`src/rtl/core/itd_pkg.sv`:
```
// itd_pkg: shared constants, register indexes and widths for the tap detector
// no dependencies; imported by every module of the block
`default_nettype none
package itd_pkg;
  localparam int unsigned TIME_WIDTH_DEF = 32;
  localparam int unsigned CFG_IDX_W = 8;
  localparam int unsigned CFG_DATA_W = 16;
  localparam int unsigned AX_W = 16;
  localparam int unsigned STR_W = 19;

  localparam logic [15:0] RESET_START_LEVEL = 16'd450;
  localparam logic [15:0] RESET_CONFIRM_LEVEL = 16'd900;
  localparam logic [15:0] RESET_CONFIRM_RISE = 16'd320;
  localparam logic [15:0] RESET_CONFIRM_ACCEL = 16'd120;
  localparam logic [15:0] RESET_DT_WINDOW = 16'd650;
  localparam logic [15:0] RESET_BASELINE = 16'd1000;
  localparam logic [18:0] RELEASE_LEVEL = 19'd450;
  localparam logic [15:0] TAP_MAX_MS = 16'd90;
  localparam logic [15:0] TRACK_LIMIT = 16'd120;
  localparam int unsigned ROOT_STEPS = 16;

  typedef enum logic [1:0] {
    EV_NONE   = 2'd0,
    EV_SINGLE = 2'd1,
    EV_DOUBLE = 2'd2
  } tap_ev_t;

  typedef enum logic [CFG_IDX_W-1:0] {
    REG_OFF_X         = 8'd0,
    REG_OFF_Y         = 8'd1,
    REG_OFF_Z         = 8'd2,
    REG_START_LEVEL   = 8'd3,
    REG_CONFIRM_LEVEL = 8'd4,
    REG_CONFIRM_RISE  = 8'd5,
    REG_CONFIRM_ACCEL = 8'd6,
    REG_DT_WINDOW     = 8'd7
  } cfg_reg_t;

  // thresholds the tap state machine reads
  typedef struct packed {
    logic [15:0] start_level;
    logic [15:0] confirm_level;
    logic [15:0] confirm_rise;
    logic [15:0] confirm_accel;
    logic [15:0] dt_window;
  } tap_cfg_t;
endpackage
`default_nettype wire

```
`src/rtl/core/itd_front.sv`:
```
// itd_front: offset removal, squares, saturating sum and iterative square root
// depends on itd_pkg; pushes {enable, time, accel, gyro magnitude} toward the queue
`default_nettype none
module itd_front import itd_pkg::*; #(
  parameter int unsigned TIME_WIDTH = TIME_WIDTH_DEF,
  parameter int unsigned QW = 33 + TIME_WIDTH
) (
  input  wire logic            clk,
  input  wire logic            rst_n,
  input  wire logic            in_valid,
  output logic                 in_ready,
  input  wire logic [15:0]     gyro_x,
  input  wire logic [15:0]     gyro_y,
  input  wire logic [15:0]     gyro_z,
  input  wire logic [15:0]     accel,
  input  wire logic [TIME_WIDTH-1:0] time_ms,
  input  wire logic            enable,
  input  wire logic [15:0]     off_x,
  input  wire logic [15:0]     off_y,
  input  wire logic [15:0]     off_z,
  output logic                 push,
  output logic [QW-1:0]        push_data,
  input  wire logic            q_full
);
  typedef enum logic [2:0] {S_IDLE, S_SQUARE, S_SUM, S_ROOT, S_PUSH} fstate_t;

  fstate_t state_r;
  logic [15:0] mx_r, my_r, mz_r;
  logic [31:0] sqx_r, sqy_r, sqz_r;
  logic [31:0] rem_r, root_r, bit_r;
  logic [3:0] step_r;
  logic [15:0] accel_r;
  logic [TIME_WIDTH-1:0] time_r;
  logic en_r;

  logic [15:0] dx, dy, dz;
  logic [33:0] sum;
  logic [31:0] trial;

  always_comb begin
    dx = gyro_x - off_x;
    dy = gyro_y - off_y;
    dz = gyro_z - off_z;
    sum = {2'b00, sqx_r} + {2'b00, sqy_r} + {2'b00, sqz_r};
    trial = root_r + bit_r;
  end

  assign in_ready = (state_r == S_IDLE);
  assign push = (state_r == S_PUSH) && !q_full;
  assign push_data = {en_r, time_r, accel_r, root_r[15:0]};

  always_ff @(posedge clk) begin
    if (!rst_n) begin
      state_r <= S_IDLE;
    end else begin
      unique case (state_r)
        S_IDLE: begin
          if (in_valid) begin
            mx_r <= dx[15] ? (~dx + 16'd1) : dx;
            my_r <= dy[15] ? (~dy + 16'd1) : dy;
            mz_r <= dz[15] ? (~dz + 16'd1) : dz;
            accel_r <= accel;
            time_r <= time_ms;
            en_r <= enable;
            state_r <= S_SQUARE;
          end
        end
        S_SQUARE: begin
          sqx_r <= mx_r * mx_r;
          sqy_r <= my_r * my_r;
          sqz_r <= mz_r * mz_r;
          state_r <= S_SUM;
        end
        S_SUM: begin
          rem_r <= (sum[33:32] != 2'b00) ? 32'hFFFF_FFFF : sum[31:0];
          root_r <= '0;
          bit_r <= 32'h4000_0000;
          step_r <= '0;
          state_r <= S_ROOT;
        end
        S_ROOT: begin
          // one result bit per cycle
          if (rem_r >= trial) begin
            rem_r <= rem_r - trial;
            root_r <= (root_r >> 1) + bit_r;
          end else begin
            root_r <= root_r >> 1;
          end
          bit_r <= bit_r >> 2;
          step_r <= step_r + 4'd1;
          if (step_r == 4'(ROOT_STEPS - 1)) begin
            state_r <= S_PUSH;
          end
        end
        S_PUSH: begin
          if (!q_full) begin
            state_r <= S_IDLE;
          end
        end
        default: state_r <= S_IDLE;
      endcase
    end
  end
endmodule
`default_nettype wire

```
`src/rtl/core/itd_queue.sv`:
```
// itd_queue: two-entry queue between the magnitude front end and the tap back end
// depends on itd_pkg for TIME_WIDTH_DEF, the default width behind QW
`default_nettype none
module itd_queue import itd_pkg::*; #(
  parameter int unsigned QW = 33 + TIME_WIDTH_DEF
) (
  input  wire logic          clk,
  input  wire logic          rst_n,
  input  wire logic          push,
  input  wire logic [QW-1:0] push_data,
  output logic               full,
  input  wire logic          pop,
  output logic [QW-1:0]      pop_data,
  output logic               not_empty
);
  logic [QW-1:0] mem_r [2];
  logic wp_r, rp_r;
  logic [1:0] cnt_r;

  assign full = (cnt_r == 2'd2);
  assign not_empty = (cnt_r != 2'd0);
  assign pop_data = mem_r[rp_r];

  always_ff @(posedge clk) begin
    if (push) begin
      mem_r[wp_r] <= push_data;
    end
  end

  always_ff @(posedge clk) begin
    if (!rst_n) begin
      wp_r <= 1'b0;
      rp_r <= 1'b0;
      cnt_r <= 2'd0;
    end else begin
      if (push) wp_r <= ~wp_r;
      if (pop) rp_r <= ~rp_r;
      cnt_r <= cnt_r + {1'b0, push} - {1'b0, pop};
    end
  end
endmodule
`default_nettype wire

```
`src/rtl/core/itd_back.sv`:
```
// itd_back: accel baseline tracking, strength and the tap state machine
// depends on itd_pkg; pops the queue and holds the result register
`default_nettype none
module itd_back import itd_pkg::*; #(
  parameter int unsigned TIME_WIDTH = TIME_WIDTH_DEF,
  parameter int unsigned QW = 33 + TIME_WIDTH
) (
  input  wire logic          clk,
  input  wire logic          rst_n,
  input  wire logic          q_not_empty,
  input  wire logic [QW-1:0] q_data,
  output logic               pop,
  input  wire tap_cfg_t      cfg,
  output logic               out_valid,
  input  wire logic          out_ready,
  output logic [1:0]         tap_event,
  output logic               tap_busy,
  output logic [STR_W-1:0]   strength,
  output logic [15:0]        gyro_mag,
  output logic [15:0]        dyn_accel
);
  logic [15:0] base_r, prev_r, pk_str_r, pk_acc_r, pk_rise_r;
  logic cand_r, rej_r, await_r;
  logic [TIME_WIDTH-1:0] cstart_r, lconf_r;
  logic out_valid_r;
  logic [1:0] ev_r;
  logic busy_r;
  logic [STR_W-1:0] str_r;
  logic [15:0] gmag_r, dyn_r;

  logic [15:0] base_nxt, prev_nxt, pk_str_nxt, pk_acc_nxt, pk_rise_nxt;
  logic cand_nxt, rej_nxt, await_nxt;
  logic [TIME_WIDTH-1:0] cstart_nxt, lconf_nxt;
  logic [1:0] ev_nxt;

  logic [15:0] gm, acc, dyn, s16, rise;
  logic [TIME_WIDTH-1:0] now, d_max, d_win;
  logic en, released, by_accel, by_sharp, timed_out, win_le, win_over;
  logic [STR_W-1:0] str;
  logic [16:0] up_diff;

  assign pop = q_not_empty && (!out_valid_r || out_ready);
  assign out_valid = out_valid_r;
  assign tap_event = ev_r;
  assign tap_busy = busy_r;
  assign strength = str_r;
  assign gyro_mag = gmag_r;
  assign dyn_accel = dyn_r;

  always_comb begin
    gm = q_data[15:0];
    acc = q_data[31:16];
    now = q_data[32 +: TIME_WIDTH];
    en = q_data[QW-1];
    dyn = (acc > base_r) ? (acc - base_r) : (base_r - acc);
    base_nxt = base_r;
    if (dyn < TRACK_LIMIT) begin
      if (acc >= base_r) begin
        base_nxt = base_r + {5'd0, dyn[15:5]};
      end else begin
        up_diff = {1'b0, dyn} + 17'd31;
        base_nxt = base_r - {4'd0, up_diff[16:5]};
      end
    end
    up_diff = {1'b0, dyn} + 17'd31;
    str = {3'd0, gm} + {1'b0, dyn, 2'b00};
    s16 = (str[STR_W-1:16] != '0) ? 16'hFFFF : str[15:0];
    rise = (s16 > prev_r) ? (s16 - prev_r) : 16'd0;
    released = (str <= RELEASE_LEVEL);
    // wrap-safe time differences, sign in the top bit
    d_max = now - cstart_r - TIME_WIDTH'(TAP_MAX_MS);
    d_win = now - lconf_r - TIME_WIDTH'(cfg.dt_window);
    timed_out = !d_max[TIME_WIDTH-1];
    win_over = !d_win[TIME_WIDTH-1];
    win_le = (d_win == '0) || d_win[TIME_WIDTH-1];

    prev_nxt = prev_r;
    pk_str_nxt = pk_str_r;
    pk_acc_nxt = pk_acc_r;
    pk_rise_nxt = pk_rise_r;
    cand_nxt = cand_r;
    rej_nxt = rej_r;
    await_nxt = await_r;
    cstart_nxt = cstart_r;
    lconf_nxt = lconf_r;
    ev_nxt = EV_NONE;
    by_accel = 1'b0;
    by_sharp = 1'b0;

    if (!en) begin
      cand_nxt = 1'b0;
      rej_nxt = 1'b0;
      await_nxt = 1'b0;
      pk_str_nxt = '0;
      pk_acc_nxt = '0;
      pk_rise_nxt = '0;
      prev_nxt = '0;
    end else begin
      prev_nxt = s16;
      if (rej_r) begin
        if (released) rej_nxt = 1'b0;
      end else if (cand_r) begin
        if (s16 > pk_str_r) pk_str_nxt = s16;
        if (dyn > pk_acc_r) pk_acc_nxt = dyn;
        if (rise > pk_rise_r) pk_rise_nxt = rise;
        by_accel = pk_acc_nxt >= cfg.confirm_accel;
        by_sharp = (pk_str_nxt >= cfg.confirm_level) && (pk_rise_nxt >= cfg.confirm_rise);
        if (released) begin
          cand_nxt = 1'b0;
          if (by_accel || by_sharp) begin
            lconf_nxt = now;
            if (await_r && win_le) begin
              await_nxt = 1'b0;
              ev_nxt = EV_DOUBLE;
            end else begin
              await_nxt = 1'b1;
            end
          end
        end else if (timed_out) begin
          cand_nxt = 1'b0;
          await_nxt = 1'b0;
          rej_nxt = 1'b1;
        end
      end else if (await_r && win_over) begin
        await_nxt = 1'b0;
        ev_nxt = EV_SINGLE;
      end else if (str >= {3'd0, cfg.start_level}) begin
        cand_nxt = 1'b1;
        cstart_nxt = now;
        pk_str_nxt = s16;
        pk_acc_nxt = dyn;
        pk_rise_nxt = rise;
      end
    end
  end

  always_ff @(posedge clk) begin
    if (!rst_n) begin
      base_r <= RESET_BASELINE;
      prev_r <= '0;
      pk_str_r <= '0;
      pk_acc_r <= '0;
      pk_rise_r <= '0;
      cand_r <= 1'b0;
      rej_r <= 1'b0;
      await_r <= 1'b0;
      cstart_r <= '0;
      lconf_r <= '0;
      out_valid_r <= 1'b0;
    end else begin
      if (pop) begin
        base_r <= base_nxt;
        prev_r <= prev_nxt;
        pk_str_r <= pk_str_nxt;
        pk_acc_r <= pk_acc_nxt;
        pk_rise_r <= pk_rise_nxt;
        cand_r <= cand_nxt;
        rej_r <= rej_nxt;
        await_r <= await_nxt;
        cstart_r <= cstart_nxt;
        lconf_r <= lconf_nxt;
        out_valid_r <= 1'b1;
      end else if (out_ready) begin
        out_valid_r <= 1'b0;
      end
    end
  end

  always_ff @(posedge clk) begin
    if (pop) begin
      ev_r <= ev_nxt;
      busy_r <= en && (cand_nxt || await_nxt);
      str_r <= str;
      gmag_r <= gm;
      dyn_r <= dyn;
    end
  end
endmodule
`default_nettype wire

```
`src/rtl/core/imu_tap_double_tap_detector.sv`:
```
// imu_tap_double_tap_detector: top level, config registers, front end, queue, back end
// depends on itd_pkg, itd_front, itd_queue and itd_back
//
// channel   dir  handshake              payload
// in_       in   in_tvalid/in_tready    tdata gyro x,y,z, accel, time; tuser enable
// out_      out  out_tvalid/out_tready  tdata event, busy, strength, gyro mag, dyn accel
// cfg_      in   cfg_valid/cfg_ready    cfg_index, cfg_data
//
// an item passes through the front end in order: capture, square, sum, ROOT_STEPS root
// iterations of its single root unit and the push into the queue
// the back end retires one queued item per cycle into the output register unless
// the output stalls; reset is synchronous; a stalled output fills the queue, then
// the front end waits; config writes always complete in the cycle they are offered
`default_nettype none
module imu_tap_double_tap_detector import itd_pkg::*; #(
  parameter int unsigned TIME_WIDTH = TIME_WIDTH_DEF
) (
  input  wire logic clk,
  input  wire logic rst_n,
  input  wire logic in_tvalid,
  output logic      in_tready,
  // gyro_x, gyro_y, gyro_z, accel_magnitude, time_ms, zero fill
  input  wire logic [((64 + TIME_WIDTH + 7) / 8) * 8 - 1:0] in_tdata,
  // tap_enable
  input  wire logic [0:0] in_tuser,
  output logic      out_tvalid,
  input  wire logic out_tready,
  // tap_event, tap_busy, motion_strength, gyro_magnitude, dynamic_accel, zero fill
  output logic [55:0] out_tdata,
  input  wire logic cfg_valid,
  output logic      cfg_ready,
  input  wire logic [CFG_IDX_W-1:0] cfg_index,
  input  wire logic [CFG_DATA_W-1:0] cfg_data
);
  localparam int unsigned QW = 33 + TIME_WIDTH;

  logic [15:0] off_x_r, off_y_r, off_z_r;
  tap_cfg_t tcfg_r;
  logic push, q_full, pop, q_ne;
  logic [QW-1:0] push_data, pop_data;
  logic [1:0] ev;
  logic busy;
  logic [STR_W-1:0] str;
  logic [15:0] gmag, dyn;

  assign cfg_ready = 1'b1;

  always_ff @(posedge clk) begin
    if (!rst_n) begin
      off_x_r <= '0;
      off_y_r <= '0;
      off_z_r <= '0;
      tcfg_r.start_level <= RESET_START_LEVEL;
      tcfg_r.confirm_level <= RESET_CONFIRM_LEVEL;
      tcfg_r.confirm_rise <= RESET_CONFIRM_RISE;
      tcfg_r.confirm_accel <= RESET_CONFIRM_ACCEL;
      tcfg_r.dt_window <= RESET_DT_WINDOW;
    end else if (cfg_valid) begin
      unique case (cfg_index)
        REG_OFF_X:         off_x_r <= cfg_data;
        REG_OFF_Y:         off_y_r <= cfg_data;
        REG_OFF_Z:         off_z_r <= cfg_data;
        REG_START_LEVEL:   tcfg_r.start_level <= cfg_data;
        REG_CONFIRM_LEVEL: tcfg_r.confirm_level <= cfg_data;
        REG_CONFIRM_RISE:  tcfg_r.confirm_rise <= cfg_data;
        REG_CONFIRM_ACCEL: tcfg_r.confirm_accel <= cfg_data;
        REG_DT_WINDOW:     tcfg_r.dt_window <= cfg_data;
        default: ;
      endcase
    end
  end

  itd_front #(.TIME_WIDTH(TIME_WIDTH), .QW(QW)) u_front (
    .clk, .rst_n,
    .in_valid(in_tvalid), .in_ready(in_tready),
    .gyro_x(in_tdata[15:0]), .gyro_y(in_tdata[31:16]), .gyro_z(in_tdata[47:32]),
    .accel(in_tdata[63:48]), .time_ms(in_tdata[64 +: TIME_WIDTH]),
    .enable(in_tuser[0]),
    .off_x(off_x_r), .off_y(off_y_r), .off_z(off_z_r),
    .push, .push_data, .q_full
  );

  itd_queue #(.QW(QW)) u_queue (
    .clk, .rst_n, .push, .push_data, .full(q_full),
    .pop, .pop_data, .not_empty(q_ne)
  );

  itd_back #(.TIME_WIDTH(TIME_WIDTH), .QW(QW)) u_back (
    .clk, .rst_n, .q_not_empty(q_ne), .q_data(pop_data), .pop,
    .cfg(tcfg_r), .out_valid(out_tvalid), .out_ready(out_tready),
    .tap_event(ev), .tap_busy(busy), .strength(str), .gyro_mag(gmag), .dyn_accel(dyn)
  );

  assign out_tdata = {2'b00, dyn, gmag, str, busy, ev};
endmodule
`default_nettype wire

```
`config.mk`:
```
export PLATFORM = sky130hd
export DESIGN_NAME = imu_tap_double_tap_detector
export DESIGN_NICKNAME = d
export VERILOG_FILES = /design/src/rtl/core/itd_pkg.sv /design/src/rtl/core/itd_front.sv /design/src/rtl/core/itd_queue.sv /design/src/rtl/core/itd_back.sv /design/src/rtl/core/imu_tap_double_tap_detector.sv
export SDC_FILE = /design/constraint.sdc
export NUM_CORES = 2
export LEC_CHECK = 0
export BUFFER_PORTS_ARGS = -buffer_cell sky130_fd_sc_hd__buf_2
export CORE_MARGIN = 2
export CORE_UTILIZATION = 45
export DETAILED_ROUTE_END_ITERATION = 8
export GPL_TIMING_DRIVEN = 0
export PLACE_DENSITY_LB_ADDON = 0.08
export SLEW_MARGIN = 20
export SYNTH_ARGS = -nofsm -noshare
export SYNTH_HDL_FRONTEND = slang
export SYNTH_SLANG_ARGS = --single-unit
```
`constraint.sdc`:
```
create_clock -name clk -period 19.9 [get_ports clk]
set_input_delay 0 -clock clk [delete_from_list [all_inputs] [get_ports clk]]
set_output_delay 0 -clock clk [all_outputs]
set_load 0.02 [all_outputs]
```
==> flow_metrics.py <==
metrics = {
    "clocking": {
        "clockBufferDepth": 3,
        "postCtsSetupBuffers": 0,
        "clkTransAtPathRegs_ns": 0.07,
        "htreeDepth": 3,
        "cts_made_buffers": 86,
        "cts.sinks": 740,
        "root_buffer": "clkbuf_16",
        "cts_tree": "built",
        "clock_latency_ns": 0.71,
    },
    "worst_hold_path": {
        "whs_path_depth": 4,
        "hp-class": "in2reg",
    },
    "synth": {
        "synth_seq_area_share": 0.289,
        "synth_top_area_frac": 0.204,
        "synthTopCellsByArea": "edfxtp_1 20%, fa_1 15%, ha_1 14%",
        "yosysWarningCount": 0,
        "synthArstFlopShare": 0,
        "synth_cells": 7022,
        "avgSynthCellArea_sq_um": 9.54,
        "yosysTopAreaCell": "edfxtp_1",
        "synth.most_common_cell": "inv_1",
        "synth_edf_count": 456,
        "synth_area_sq_um": 67000,
        "synth_flop_cell": "edfxtp_1",
        "synth_common_cells": "1,098 x inv_1, 761 x ha_1, 580 x nand2_1, 518 x fa_1, 456 x edfxtp_1",
        "ys_ff_latch": 740,
        "synth_cell_types": 98,
    },
    "timing": {
        "final_max_slew_viol_count": 0,
        "fin_crit_ns": 17.83,
        "slew_headroom": 0.140,
        "fin_tns_setup_ns": 0,
        "period_share": 0.896,
        "clock_skew_ns": 0.0315,
        "fmax_mhz": 56.1,
        "tightest_slew_ns": 1.28,
        "rsz0062_at_grt": "false",
        "hold_viol": 0,
        "finalSetupViolCount": 0,
    },
    "floorplan": {
        "rows": 141,
        "die_area_sq_um": 152000,
        "coreArea_sq_um": 148000,
        "die_w_um": 390,
        "ios": 185,
        "die_h_um": 390,
        "start_util": 0.453,
    },
    "setup_path": {
        "path_class": "reg2reg",
        "cp_max_fo": 10,
        "cp_top_family": "compound AO/OA/AOI/OAI gates",
        "arrival_ns": 18.39,
        "cp.required_ns": 20.46,
        "slowest_delay_ns": 0.98,
        "reg2regPathDepth": 62,
        "path_common_cell": "o21ai_0",
        "start_kind": "flop",
        "slowest_stage": "xnor2_1",
        "crit_cells": 62,
        "crit_buf_inv": 11,
        "end_kind": "flop",
    },
    "finish": {
        "area_growth_pct": 11.9,
        "fin_util": 0.507,
        "layout.nets": 8838,
        "drive_gt1_frac": 0.0683,
    },
    "global_route": {
        "met3_usage": 0.0309,
        "grt_max_degree": 54,
        "grt_pass1_wl_mm": 292,
        "globalRouteMet1Util": 0.355,
        "grt_overflow": 0,
        "antenna_found_initial": 6,
        "grt.total_usage": 0.248,
        "grt_pass1_vias": 50800,
        "grt_util_met2": 0.400,
        "busiest_layer": "met2",
    },
    "drt": {
        "vias_per_cell": 5.39,
        "ant_nets": 0,
        "wire_per_inst_um": 19.9,
        "vias": 50900,
        "drt_iter0_drc": 3431,
        "firstDrtPassIters": 6,
        "drc": 0,
        "totalWireLength_mm": 188,
    },
    "outcome": {
        "status": "finished clean",
    },
    "place": {
        "gp_congestion": 0.891,
        "numPortBuffers": 162,
        "dp_hpwl_mm": 151,
    },
    "flow_run": {
        "cap_violations": 0,
    },
}
logic make-up (layout without fill, tap and decap cells):
family                   count (synthesis)  count (layout)  synth area share
XOR/XNOR                               380             380            0.0498
AO/OA/AOI/OAI                         1287            1287             0.128
adder cells (fa/ha/maj)               1279            1279             0.297
other                                    2               4          0.000112
multiplexers                           201             201            0.0314
AND/OR/NAND/NOR                       1806            1806             0.129
buffers and inverters                 1327            1811            0.0755
flip-flops                             740             740             0.289
state kept, by name, indices dropped and copies added (netlist names), 17 cells and up, named ones only:
register	flops
tcfg_r	80
u_back.strength	17
u_front.root_r	32
u_back.cstart_r	32
u_front.rem_r	32
u_front.sqy_r	31
u_front.sqx_r	31
u_front.sqz_r	31
u_back.lconf_r	32
u_front.time_r	32
u_queue.mem_r	130
stage by stage:
stage          setup WS [ns]  cell area (sq um)  hold WS, ns  instances
4_1_cts                 2.29              75000     0.000295       9437
6_report                2.07              75000       0.0388       9438
3_5_place_dp            2.31              70700        0.178       9143
3_3_place_gp            2.39              70200        0.176       9115
2_1_floorplan           7.54              67000       0.0989       7023
5_1_grt                0.998              75000       0.0103       9437
worst paths after layout:
path	from	slack [ns]	endpoint
max	flop	2.07	u_back.lconf_r[15]
min	in_tdata[17]	0.04	u_front.my_r[1]
max reg2reg	flop	2.07	u_back.lconf_r[15]
min reg2reg	u_front.time_r[7]	0.42	u_queue.mem_r[1][39]
layout by cell type (no fill, tap or decap), types with 19 or more instances in the layout:
| master | netlist | final |
|---|---|---|
| xor2_1 | 132 | 132 |
| nand4_1 | 41 | 41 |
| a32o_1 | 29 | 29 |
| inv_1 | 1098 | 1097 |
| fa_1 | 518 | 518 |
| a31oi_1 | 58 | 58 |
| nor4_1 | 43 | 43 |
| mux2i_1 | 141 | 141 |
| nand3_1 | 75 | 75 |
| and3_1 | 43 | 42 |
| a211oi_1 | 51 | 51 |
| a21oi_1 | 380 | 380 |
| nor3_1 | 112 | 112 |
| o21ai_0 | 207 | 207 |
| or2_2 | 20 | 20 |
| a22oi_1 | 19 | 19 |
| o21bai_1 | 52 | 52 |
| dlygate4sd3_1 | 0 | 132 |
| ha_1 | 761 | 761 |
| dfxtp_1 | 284 | 284 |
| o21a_1 | 40 | 40 |
| a311oi_1 | 22 | 22 |
| and2_1 | 213 | 212 |
| clkbuf_16 | 0 | 91 |
| clkbuf_1 | 185 | 198 |
| nor2_1 | 451 | 449 |
| a21o_1 | 150 | 150 |
| edfxtp_1 | 456 | 456 |
| xnor2_1 | 247 | 242 |
| buf_2 | 21 | 194 |
| nand2b_1 | 64 | 64 |
| nand2_1 | 580 | 580 |
| mux2_2 | 57 | 57 |
| o211ai_1 | 42 | 42 |
| nor2b_1 | 64 | 64 |
| or3_1 | 36 | 36 |
| a22o_1 | 19 | 19 |
worst register-to-register path, delay by kind of cell, from the launching register on:
kind	cells	cell delay, ns
and+or+nand+nor	10	2.01
AOI/OAI and AO/OA	31	6.65
muxes	3	0.73
DFF	1	0.30
xor gates and xnor gates	1	0.98
adders and majority gates	6	2.18
buffers and inverters	11	4.85
repair_timing:
action,in CTS,in global routing
gates resized for setup,0,0
hold buffers,132,0
hold endpoints to repair,164,0
per-layer routing:
layer | share of wire | wire length (um)
met4 | 0.022 | 4170
met5 | 0.000069 | 13
met1 | 0.47 | 88700
met3 | 0.050 | 9440
met2 | 0.45 | 85300
area by class of cell:
type                            count  area [sq um]
Timing Repair Buffer              322          2520
Multi-Input combinational cell   4956         42700
Buffer                            224           925
Antenna cell                        1          2.50
Inverter                         1103          4140
Tap cell                         1930          2410
Clock buffer                      118          2460
Sequential cell                   740         19400
Clock inverter                     44           495
Fill cell                       13800         72800
Power is not shown: default switching activity piles up to over one toggle a cycle in this logic, so the estimate is an artifact.
